### src/rtl/stb_pkg.sv
// ----------------------------------------------------------------------------
// stb_pkg: shared types and constants of the splat tile binner
// Field widths, register indexes and the stage function of the pipelined tile divider.
// ----------------------------------------------------------------------------
package stb_pkg;

  localparam int FracBits      = 4;
  localparam int CoordW        = 17;
  localparam int PixW          = CoordW - 1 - FracBits;
  localparam int WidthW        = 13;
  localparam int HeightW       = 11;
  localparam int TsW           = 9;
  localparam int CfgDataW      = 13;
  localparam int CfgIdxW       = 2;
  localparam int IdW           = 32;
  localparam int RowW          = 6;
  localparam int ColW          = 8;
  localparam int MaxTileRows   = 64;
  localparam int MaxTileCols   = 256;
  localparam int RowCap        = (MaxTileRows < 64) ? MaxTileRows : 64;
  localparam int LastRowMax    = RowCap - 1;
  localparam int LastColMax    = MaxTileCols - 1;
  localparam int StepsPerStage = 3;
  localparam int DivStages     = PixW / StepsPerStage;
  localparam int Lanes         = 4;

  // Divider lanes: first and last tile column, first and last tile row.
  localparam int LaneFx = 0;
  localparam int LaneLx = 1;
  localparam int LaneFy = 2;
  localparam int LaneLy = 3;

  typedef enum logic [CfgIdxW-1:0] {
    CfgImageWidth  = 2'd0,
    CfgImageHeight = 2'd1,
    CfgTileSize    = 2'd2
  } cfg_index_e;

  // Partial remainder and a word that shifts dividend bits out on the left
  // while quotient bits come in on the right.
  typedef struct packed {
    logic [TsW-1:0]  rem;
    logic [PixW-1:0] work;
  } div_lane_t;

  // StepsPerStage steps of restoring division.
  function automatic div_lane_t div_step(div_lane_t cur, logic [TsW-1:0] divisor);
    div_lane_t  nxt;
    logic [TsW:0] trial;
    nxt = cur;
    for (int i = 0; i < StepsPerStage; i++) begin
      trial    = {nxt.rem, nxt.work[PixW-1]};
      nxt.work = {nxt.work[PixW-2:0], 1'b0};
      if (trial >= {1'b0, divisor}) begin
        trial       = trial - {1'b0, divisor};
        nxt.work[0] = 1'b1;
      end
      nxt.rem = trial[TsW-1:0];
    end
    return nxt;
  endfunction

endpackage

### src/rtl/splat_tile_binner_top.sv
// ----------------------------------------------------------------------------
// splat_tile_binner_top: bins splat bounding boxes into tile row spans
// Clips a fixed-point box to the image, divides by the tile size in a
// pipelined divider and emits one column span per covered tile row.
// ----------------------------------------------------------------------------
// Path: the first span of a box is presented once the box has passed stage 0,
// the divider stages and the emitter register; further rows come one per cycle
// while out_ready_i is high. Throughput: a box enters every cycle while the row
// emitter keeps up; the emitter holds a box until its last covered row is taken.
// Reset: the divider pipeline and the emitter empty out; the registers return
// to an image of 1024 x 1024 pixels with 16-pixel tiles.
module splat_tile_binner_top
  import stb_pkg::*;
(
  input  logic                       clk_i,
  input  logic                       rst_ni,
  // Configuration write port.
  input  logic                       cfg_we_i,
  input  logic [CfgIdxW-1:0]         cfg_index_i,
  input  logic [CfgDataW-1:0]        cfg_data_i,
  // Box input channel.
  input  logic                       in_valid_i,
  output logic                       in_ready_o,
  input  logic signed [CoordW-1:0]   box_min_x_i,
  input  logic signed [CoordW-1:0]   box_min_y_i,
  input  logic signed [CoordW-1:0]   box_max_x_i,
  input  logic signed [CoordW-1:0]   box_max_y_i,
  input  logic [IdW-1:0]             splat_id_i,
  // Row span output channel.
  output logic                       out_valid_o,
  input  logic                       out_ready_i,
  output logic [RowW-1:0]            tile_row_o,
  output logic [ColW-1:0]            first_col_o,
  output logic [ColW-1:0]            last_col_o,
  output logic [IdW-1:0]             splat_out_o,
  output logic                       final_row_o
);

  // --------------------------------------------------------------------------
  // Configuration registers. The user must change them only while no box is
  // in flight; the block does not check. Every pipeline stage reads them directly.
  // --------------------------------------------------------------------------
  logic [WidthW-1:0]  width_q;
  logic [HeightW-1:0] height_q;
  logic [TsW-1:0]     tile_q;

  always_ff @(posedge clk_i or negedge rst_ni) begin
    if (!rst_ni) begin
      width_q  <= WidthW'(1024);
      height_q <= HeightW'(1024);
      tile_q   <= TsW'(16);
    end else if (cfg_we_i) begin
      case (cfg_index_i)
        CfgImageWidth:  width_q  <= cfg_data_i[WidthW-1:0];
        CfgImageHeight: height_q <= cfg_data_i[HeightW-1:0];
        CfgTileSize:    tile_q   <= cfg_data_i[TsW-1:0];
        default:        ;
      endcase
    end
  end

  // A tile size of zero behaves as a single pixel.
  logic [TsW-1:0] divisor;
  assign divisor = (tile_q == '0) ? TsW'(1) : tile_q;

  // --------------------------------------------------------------------------
  // Clipping. The minimum corner is clamped at zero and the maximum corner at
  // the image edge. Dividing the fixed-point value by the tile size times
  // 2^FracBits equals dividing its whole-pixel part by the tile size, so only
  // the pixel bits enter the divider. The exclusive maximum becomes inclusive
  // by taking off one fraction LSB first.
  // --------------------------------------------------------------------------
  logic signed [CoordW:0]  w_fx, h_fx;
  logic signed [CoordW:0]  max_x_ext, max_y_ext;
  logic signed [CoordW:0]  max_x_c, max_y_c;
  logic signed [CoordW:0]  max_x_m1, max_y_m1;
  logic [CoordW-2:0]       min_x_c, min_y_c;
  logic                    box_live;

  assign w_fx = {1'b0, width_q, {FracBits{1'b0}}};
  assign h_fx = {{(CoordW + 1 - HeightW - FracBits){1'b0}}, height_q, {FracBits{1'b0}}};

  assign max_x_ext = {box_max_x_i[CoordW-1], box_max_x_i};
  assign max_y_ext = {box_max_y_i[CoordW-1], box_max_y_i};
  assign max_x_c   = (max_x_ext > w_fx) ? w_fx : max_x_ext;
  assign max_y_c   = (max_y_ext > h_fx) ? h_fx : max_y_ext;
  assign min_x_c   = box_min_x_i[CoordW-1] ? '0 : box_min_x_i[CoordW-2:0];
  assign min_y_c   = box_min_y_i[CoordW-1] ? '0 : box_min_y_i[CoordW-2:0];
  assign max_x_m1  = max_x_c - 18'sd1;
  assign max_y_m1  = max_y_c - 18'sd1;

  // An empty box is dropped right here and never occupies the divider.
  assign box_live = ($signed({2'b00, min_x_c}) < max_x_c) &&
                    ($signed({2'b00, min_y_c}) < max_y_c);

  // --------------------------------------------------------------------------
  // Divider pipeline. Stage 0 holds the clipped dividends; each further stage
  // retires StepsPerStage quotient bits in all four lanes at once. The whole
  // pipeline moves together and freezes when the emitter cannot take a span.
  // --------------------------------------------------------------------------
  div_lane_t      lane_q [0:DivStages][Lanes];
  div_lane_t      lane_d [1:DivStages][Lanes];
  logic           valid_q [0:DivStages];
  logic [IdW-1:0] sid_q [0:DivStages];
  logic           advance;

  always_comb begin
    for (int s = 1; s <= DivStages; s++) begin
      for (int l = 0; l < Lanes; l++) begin
        lane_d[s][l] = div_step(lane_q[s-1][l], divisor);
      end
    end
  end

  always_ff @(posedge clk_i or negedge rst_ni) begin
    if (!rst_ni) begin
      for (int s = 0; s <= DivStages; s++) begin
        valid_q[s] <= 1'b0;
      end
    end else if (advance) begin
      valid_q[0] <= in_valid_i && box_live;
      for (int s = 1; s <= DivStages; s++) begin
        valid_q[s] <= valid_q[s-1];
      end
    end
  end

  always_ff @(posedge clk_i) begin
    if (advance) begin
      lane_q[0][LaneFx] <= '{rem: '0, work: min_x_c[CoordW-2:FracBits]};
      lane_q[0][LaneLx] <= '{rem: '0, work: max_x_m1[CoordW-2:FracBits]};
      lane_q[0][LaneFy] <= '{rem: '0, work: min_y_c[CoordW-2:FracBits]};
      lane_q[0][LaneLy] <= '{rem: '0, work: max_y_m1[CoordW-2:FracBits]};
      sid_q[0]          <= splat_id_i;
      for (int s = 1; s <= DivStages; s++) begin
        lane_q[s] <= lane_d[s];
        sid_q[s]  <= sid_q[s-1];
      end
    end
  end

  // --------------------------------------------------------------------------
  // Span check on the finished quotients. The last tile is clamped to the
  // grid; the image edge itself never pushes it past the tile count, so only
  // the grid limits matter. A box that starts beyond the clamped grid gives
  // no spans.
  // --------------------------------------------------------------------------
  logic [PixW-1:0] fx, lx, fy, ly;
  logic [ColW-1:0] lx_c;
  logic [RowW-1:0] ly_c;
  logic            span_ok, span_valid;

  assign fx = lane_q[DivStages][LaneFx].work;
  assign lx = lane_q[DivStages][LaneLx].work;
  assign fy = lane_q[DivStages][LaneFy].work;
  assign ly = lane_q[DivStages][LaneLy].work;

  assign lx_c = (lx > PixW'(LastColMax)) ? ColW'(LastColMax) : lx[ColW-1:0];
  assign ly_c = (ly > PixW'(LastRowMax)) ? RowW'(LastRowMax) : ly[RowW-1:0];

  assign span_ok    = (fx <= {{(PixW - ColW){1'b0}}, lx_c}) &&
                      (fy <= {{(PixW - RowW){1'b0}}, ly_c});
  assign span_valid = valid_q[DivStages] && span_ok;

  // --------------------------------------------------------------------------
  // Row emitter. It holds one span and walks its rows top to bottom. The
  // next span loads in the same cycle as the last row's transaction, so rows
  // of consecutive boxes follow without a gap.
  // --------------------------------------------------------------------------
  logic           busy_q, busy_d;
  logic [RowW-1:0] row_q, row_d;
  logic [RowW-1:0] end_q, end_d;
  logic [ColW-1:0] first_q, first_d;
  logic [ColW-1:0] last_q, last_d;
  logic [IdW-1:0]  held_q, held_d;
  logic            last_row, load_ok, load, out_fire;

  assign last_row = (row_q == end_q);
  assign out_fire = busy_q && out_ready_i;
  assign load_ok  = !busy_q || (out_ready_i && last_row);
  assign load     = span_valid && load_ok;
  assign advance  = !(span_valid && !load_ok);

  always_comb begin
    busy_d  = busy_q;
    row_d   = row_q;
    end_d   = end_q;
    first_d = first_q;
    last_d  = last_q;
    held_d  = held_q;
    if (load) begin
      busy_d  = 1'b1;
      row_d   = fy[RowW-1:0];
      end_d   = ly_c;
      first_d = fx[ColW-1:0];
      last_d  = lx_c;
      held_d  = sid_q[DivStages];
    end else if (out_fire) begin
      if (last_row) begin
        busy_d = 1'b0;
      end else begin
        row_d = row_q + RowW'(1);
      end
    end
  end

  always_ff @(posedge clk_i or negedge rst_ni) begin
    if (!rst_ni) begin
      busy_q <= 1'b0;
    end else begin
      busy_q <= busy_d;
    end
  end

  always_ff @(posedge clk_i) begin
    row_q   <= row_d;
    end_q   <= end_d;
    first_q <= first_d;
    last_q  <= last_d;
    held_q  <= held_d;
  end

  assign in_ready_o  = advance;
  assign out_valid_o = busy_q;
  assign tile_row_o  = row_q;
  assign first_col_o = first_q;
  assign last_col_o  = last_q;
  assign splat_out_o = held_q;
  assign final_row_o = last_row;

endmodule
### config.mk
export PLATFORM = sky130hd
export DESIGN_NAME = splat_tile_binner_top
export DESIGN_NICKNAME = d
export VERILOG_FILES = /design/src/rtl/stb_pkg.sv /design/src/rtl/splat_tile_binner_top.sv
export SDC_FILE = /design/constraint.sdc
export NUM_CORES = 2
export LEC_CHECK = 0
export BUFFER_PORTS_ARGS = -buffer_cell sky130_fd_sc_hd__buf_4
export CORE_MARGIN = 2
export CORE_UTILIZATION = 60
export CTS_CLUSTER_SIZE = 16
export DETAILED_ROUTE_END_ITERATION = 7
export MAX_ROUTING_LAYER = met4
export PLACE_DENSITY = 0.79
export REMOVE_ABC_BUFFERS = 1
export SYNTH_ARGS = -nofsm -noshare
export SYNTH_HDL_FRONTEND = slang
export SYNTH_SLANG_ARGS = --single-unit
### constraint.sdc
create_clock -name clk_i -period 17.7 [get_ports clk_i]
set_input_delay 0.885 -clock clk_i [delete_from_list [all_inputs] [get_ports clk_i]]
set_output_delay 0.885 -clock clk_i [all_outputs]
set_load 0.03 [all_outputs]
* Yosys cells after proc, flatten, opt, wreduce, memory -nomap -nowiden *
Memory sizes are Yosys's and may differ from the RTL's. A register that Yosys moved wholly into a read port is not among the register bits.
Index checks and enable logic that the tools add are counted.

word-level totals
  bits in registers = 67
  memories = 2
  bits in read-only memories = 0
  RAM bits = 580
  word-level logic and storage cells = 257
  latch bits = 0

memories
  memory  depth  bits a word  rd ports  clocked after memory_dff  wr ports  RTL line                      source
  lane_q  5      84           5         0                         5         splat_tile_binner_top.sv:101  div_lane_t lane_q [0:DivStages][Lanes];
  sid_q   5      32           5         1                         5         splat_tile_binner_top.sv:104  logic [IdW-1:0] sid_q [0:DivStages];

operators by class
  bitwise operators = 0
  $mul = 0
  reduce and logical (&&, ||, !) cells = 21
  order comparisons = 56
  multiplexer cells = 110
  shift operators = 0
  equality and inequality tests = 4
  $add $sub $neg = 51
  div/mod/pow operators = 0

operator list
  operator                                                         count
  >= comparator 10 x 9 -> 1 bit                                    48
  two-way mux 9 bit                                                49
  subtractor 9 bit                                                 48
  two-way mux 1 bit                                                52
  less-than comparator 17 x 18 -> 1 bit                            2
  two-way mux 18 bit                                               2
  two-way mux 16 bit                                               2
  subtractor 16 x 2 -> 16 bit (second input constant)              2
  two-way mux 6 bit                                                4
  greater-than comparator 17 x 18 -> 1 bit                         1
  greater-than comparator 17 x 16 -> 1 bit                         1
  greater-than comparator 12 x 6 -> 1 bit (second input constant)  1
  greater-than comparator 12 x 8 -> 1 bit (second input constant)  1
  <= comparator 12 x 6 -> 1 bit                                    1
  <= comparator 12 x 8 -> 1 bit                                    1
  AND reduction 2 bit                                              5
  logical NOT 9 bit                                                1
  logical AND 1 bit                                                8
  two-way mux 8 bit                                                1
  adder 6 x 1 -> 6 bit (second input constant)                     1
  == test 6 bit                                                    1
  nonzero test 2 bit                                               2
  logical NOT 1 bit                                                3
  == test 2 x 1 -> 1 bit (second input constant)                   1
  other kinds (4)                                                  4

* Logic depth before layout (Yosys ltp) *
An unclocked memory read counts as a cell.

  depth in word-level cells = 9
  depth in mapped cells = 34

* Least setup slack after synthesis *
Ideal clock, no wire load.

  path kind = flip-flop to output port
  start = mem lane_q[0][389] (netlist bit)
  end = out in_ready_o
  slack = 4.507 ns
  path buffers = 0
  cell stages (with the launch flop) = 13
  data required time = 16.815 ns
  arrival time = 12.308 ns
  path through = edfxtp_1 nor4_1 nand2b_1 inv_1 ha_1 nor2b_1 o21a_1 o21ai_0 a211o_1 a21oi_1 or3_1 nor2_1 inv_1

RTL lines
  item                RTL line                      source
  start: declaration  splat_tile_binner_top.sv:101
  end: declaration    splat_tile_binner_top.sv:23   output logic in_ready_o,

==> impl_results.md <==
* Clock latency on the worst-skew pair at 0.63 ns
* Vias per cell at 6.00
* CTS Buf Count at 66
* Multiplexer share of the synthesized area at 0.0737
* Iteration-0 DRC Markers at 2006
* Crit end category: register
* Area of the multi-input gates at 21500 um^2
* Gr usage total at 0.269
* Drt first pass iters at 6
* RSZ-0062 raised after global routing: no
* Final setup margin at 9.07 ns
* Hold-fix buffers, CTS at 0
* Die Y at 264 um
* Yosys reg bits at 607
* Req. time, crit path at 18.07 ns
* Most common cell in the netlist: edfxtp_1
* Max Cap Violations at 0
* Max Clock Skew at 0.0271 ns
* Worst Path Arrival at 9.00 ns
* Hold Path Class: input port to async pin
* Hpwl dp at 65200 um
* First-pass GRT wire length at 145000 um
* Top Ports at 177
* GRT overflow at 0
* Xor/xnor share of the synthesized area at 0.0615
* Crit-path max cell delay at 0.53 ns
* CTS max path bufs at 3
* Final setup viols at 0
* Most used cell, CP: a21oi_1
* CTS tree: done
* Adder and majority cell fraction of the synthesized area at 0.166
* Syn-to-layout area delta at 11.7%
* Most frequent cells after synthesis: edfxtp_1 (568), ha_1 (472), a21oi_1 (280), nor2_1 (268), mux2_2 (211)
* Site Rows at 95
* Final setup TNS at 0 ns
* Synth Area in Compound Gates at 0.117
* I/O Buffers at 176
* R2R Setup Slk at 9.07 ns
* Post-synth top flop: edfxtp_1
* Fmax at 0.116 GHz
* Share of cells above drive strength 1 at 0.152
* Post-CTS setup repair buffer count at 0
* Detailed Route WL at 91200 um
* Die area at 69500 um^2
* Slowest CP cell: or3_1
* Die Span X at 264 um
* Max FO, Critical Path at 25
* Root Driver: clkbuf_16
* Fin crit period at 8.63 ns
* Vias at 28391
* Final Wtd Congestion at 0.916
* Cell area after synthesis at 40400 um^2
* Ranking of synthesized cells by area: edfxtp_1 (42%), ha_1 (15%), mux2_2 (5.9%), xnor2_1 (3.6%), a21oi_1 (3.5%)
* DRC Markers at 0
* Slew @ Worst Pin at 1.21 ns
* WL/cell at 19.3 um
* Number of antenna violations at the first check in global routing at 2
* Synth Warn # at 0
* Reg-to-reg critical path startpoint: tile_q[2]$_DFFE_PN0P_
* CORE AREA at 66900 um^2
* Clock transition at path regs at 0.06 ns
* Setup CP Type: register to register
* Pin count of the biggest net entering global routing at 100
* Yosys top cell by area: edfxtp_1
* Post-synth EDFFs at 568
* Final hold violation count at 0
* Final ANT Viol Nets at 0
* Async SR Flop Fraction at 0.0643
* Post-synthesis cell count at 3579
* Fillers at 4969
* Sequential area share after synthesis at 0.446
* # clock sinks at 607
* Status: complete, no violations
* Post-layout util at 0.675
* Setup crit start kind: register
* Worst r2r dst: lane_q[0][188]$_DFFE_PN_
* Vias in the first global route at 28265
* Area occupied by registers at 18000 um^2
* H-tree lvl count at 3
* Fin nets at 4441
* Initial Utilization at 0.604
* Fin crit share at 0.488
* Syn Area/Cell at 11.3 um^2
* Slew HR at 0.193
* Synth top area share at 0.422
* Resize count post-CTS at 0
* Largest family of logic cells by synthesized area: adder cells
* Reg2Reg Depth at 30
* Synth cell types at 80
* Post-synthesis simple-gate area fraction at 0.113
* Dpl ws at 9.20 ns
* Fin. max-slew vios at 0
==> cell type report <==
class,count,share of cell area
Multi-Input combinational cell,2732,0.477
Sequential cell,607,0.399
Clock buffer,76,0.0379
Timing Repair Buffer,209,0.0347
Tap cell,873,0.0242
Inverter,193,0.0163
Clock inverter,44,0.0110
Antenna cell,1,0.0000554
==> routing by layer <==
metal,track usage,vias up,wire (um)
li1,-,13880,-
met1,0.344,13547,40000
met2,0.444,779,43700
met3,0.0298,185,4720
met4,0.0964,0,2840
met5,-,-,0
==> cell families (layout without fill, tap and decap cells) <==
family | after synthesis | count (layout)
xor+xnor | 284 | 284
other cells | 0 | 1
flops | 607 | 607
buf+inv | 240 | 522
mux | 270 | 270
simple gates | 909 | 909
fa+ha+maj | 512 | 512
compound gates | 757 | 757
==> cells in the final DEF (no fill, tap or decap), drive strengths merged, types with 29 or more instances in the layout <==
| master | n |
|---|---|
| edfxtp | 568 |
| nor3 | 83 |
| xor2 | 118 |
| a21o | 119 |
| mux2i | 56 |
| clkbuf | 76 |
| dfrtp | 36 |
| nor2b | 100 |
| buf | 209 |
| inv | 196 |
| clkinv | 29 |
| o21ai | 149 |
| fa | 40 |
| a211oi | 31 |
| a21oi | 282 |
| mux2 | 214 |
| xnor2 | 166 |
| nand2b | 60 |
| or2 | 30 |
| ha | 472 |
| nand3 | 43 |
| nor2 | 268 |
| nand2 | 153 |
| nand4 | 78 |
==> stage by stage <==
stage          cells  cell area, um^2  hold WS, ns
6_report        4735            45200        0.271
5_1_grt         4735            45200        0.289
2_1_floorplan   3532            40200        0.400
4_1_cts         4734            45200        0.261
3_5_place_dp    4614            43000        0.405
3_3_place_gp    4614            43000        0.400
==> worst max-delay path by stage <==
stage | from | depth (start not counted) | slack, ns | endpoint
after floorplan | lane_q[0][389]$_DFFE_PN_ | 12 | 4.51 | in_ready_o
after global placement | tile_q[2]$_DFFE_PN0P_ | 30 | 9.50 | lane_q[0][182]$_DFFE_PN_
after detailed placement | tile_q[2]$_DFFE_PN0P_ | 30 | 9.20 | lane_q[0][181]$_DFFE_PN_
after CTS | tile_q[2]$_DFFE_PN0P_ | 30 | 9.12 | lane_q[0][188]$_DFFE_PN_
after global routing | tile_q[2]$_DFFE_PN0P_ | 31 | 8.45 | lane_q[0][293]$_DFFE_PN_
final | tile_q[2]$_DFFE_PN0P_ | 30 | 9.07 | lane_q[0][188]$_DFFE_PN_
==> sequential cells by signal, summed over array words and instances, names as in the netlist <==
register / flops
valid_q: 5
tile_q: 9
width_q: 13
splat_out_o: 32
lane_q: 348
out_valid_o: 1
last_col_o: 8
end_q: 6
sid_q: 160
height_q: 11
tile_row_o: 6
first_col_o: 8
==> worst max-delay path, delay by kind of cell, from the launching register on <==
| kind | cells | cell delay [ns] |
|---|---|---|
| multiplexers | 1 | 0.36 |
| AO/OA/AOI/OAI | 12 | 2.62 |
| AND/OR/NAND/NOR | 10 | 2.44 |
| buffers and inverters | 3 | 0.84 |
| flip-flops | 1 | 0.50 |
| adder cells (fa/ha/maj) | 4 | 1.60 |
Power is left out: the tool's default activity adds up to more than one toggle a clock period on the data nets, which glitch-free logic cannot reach.
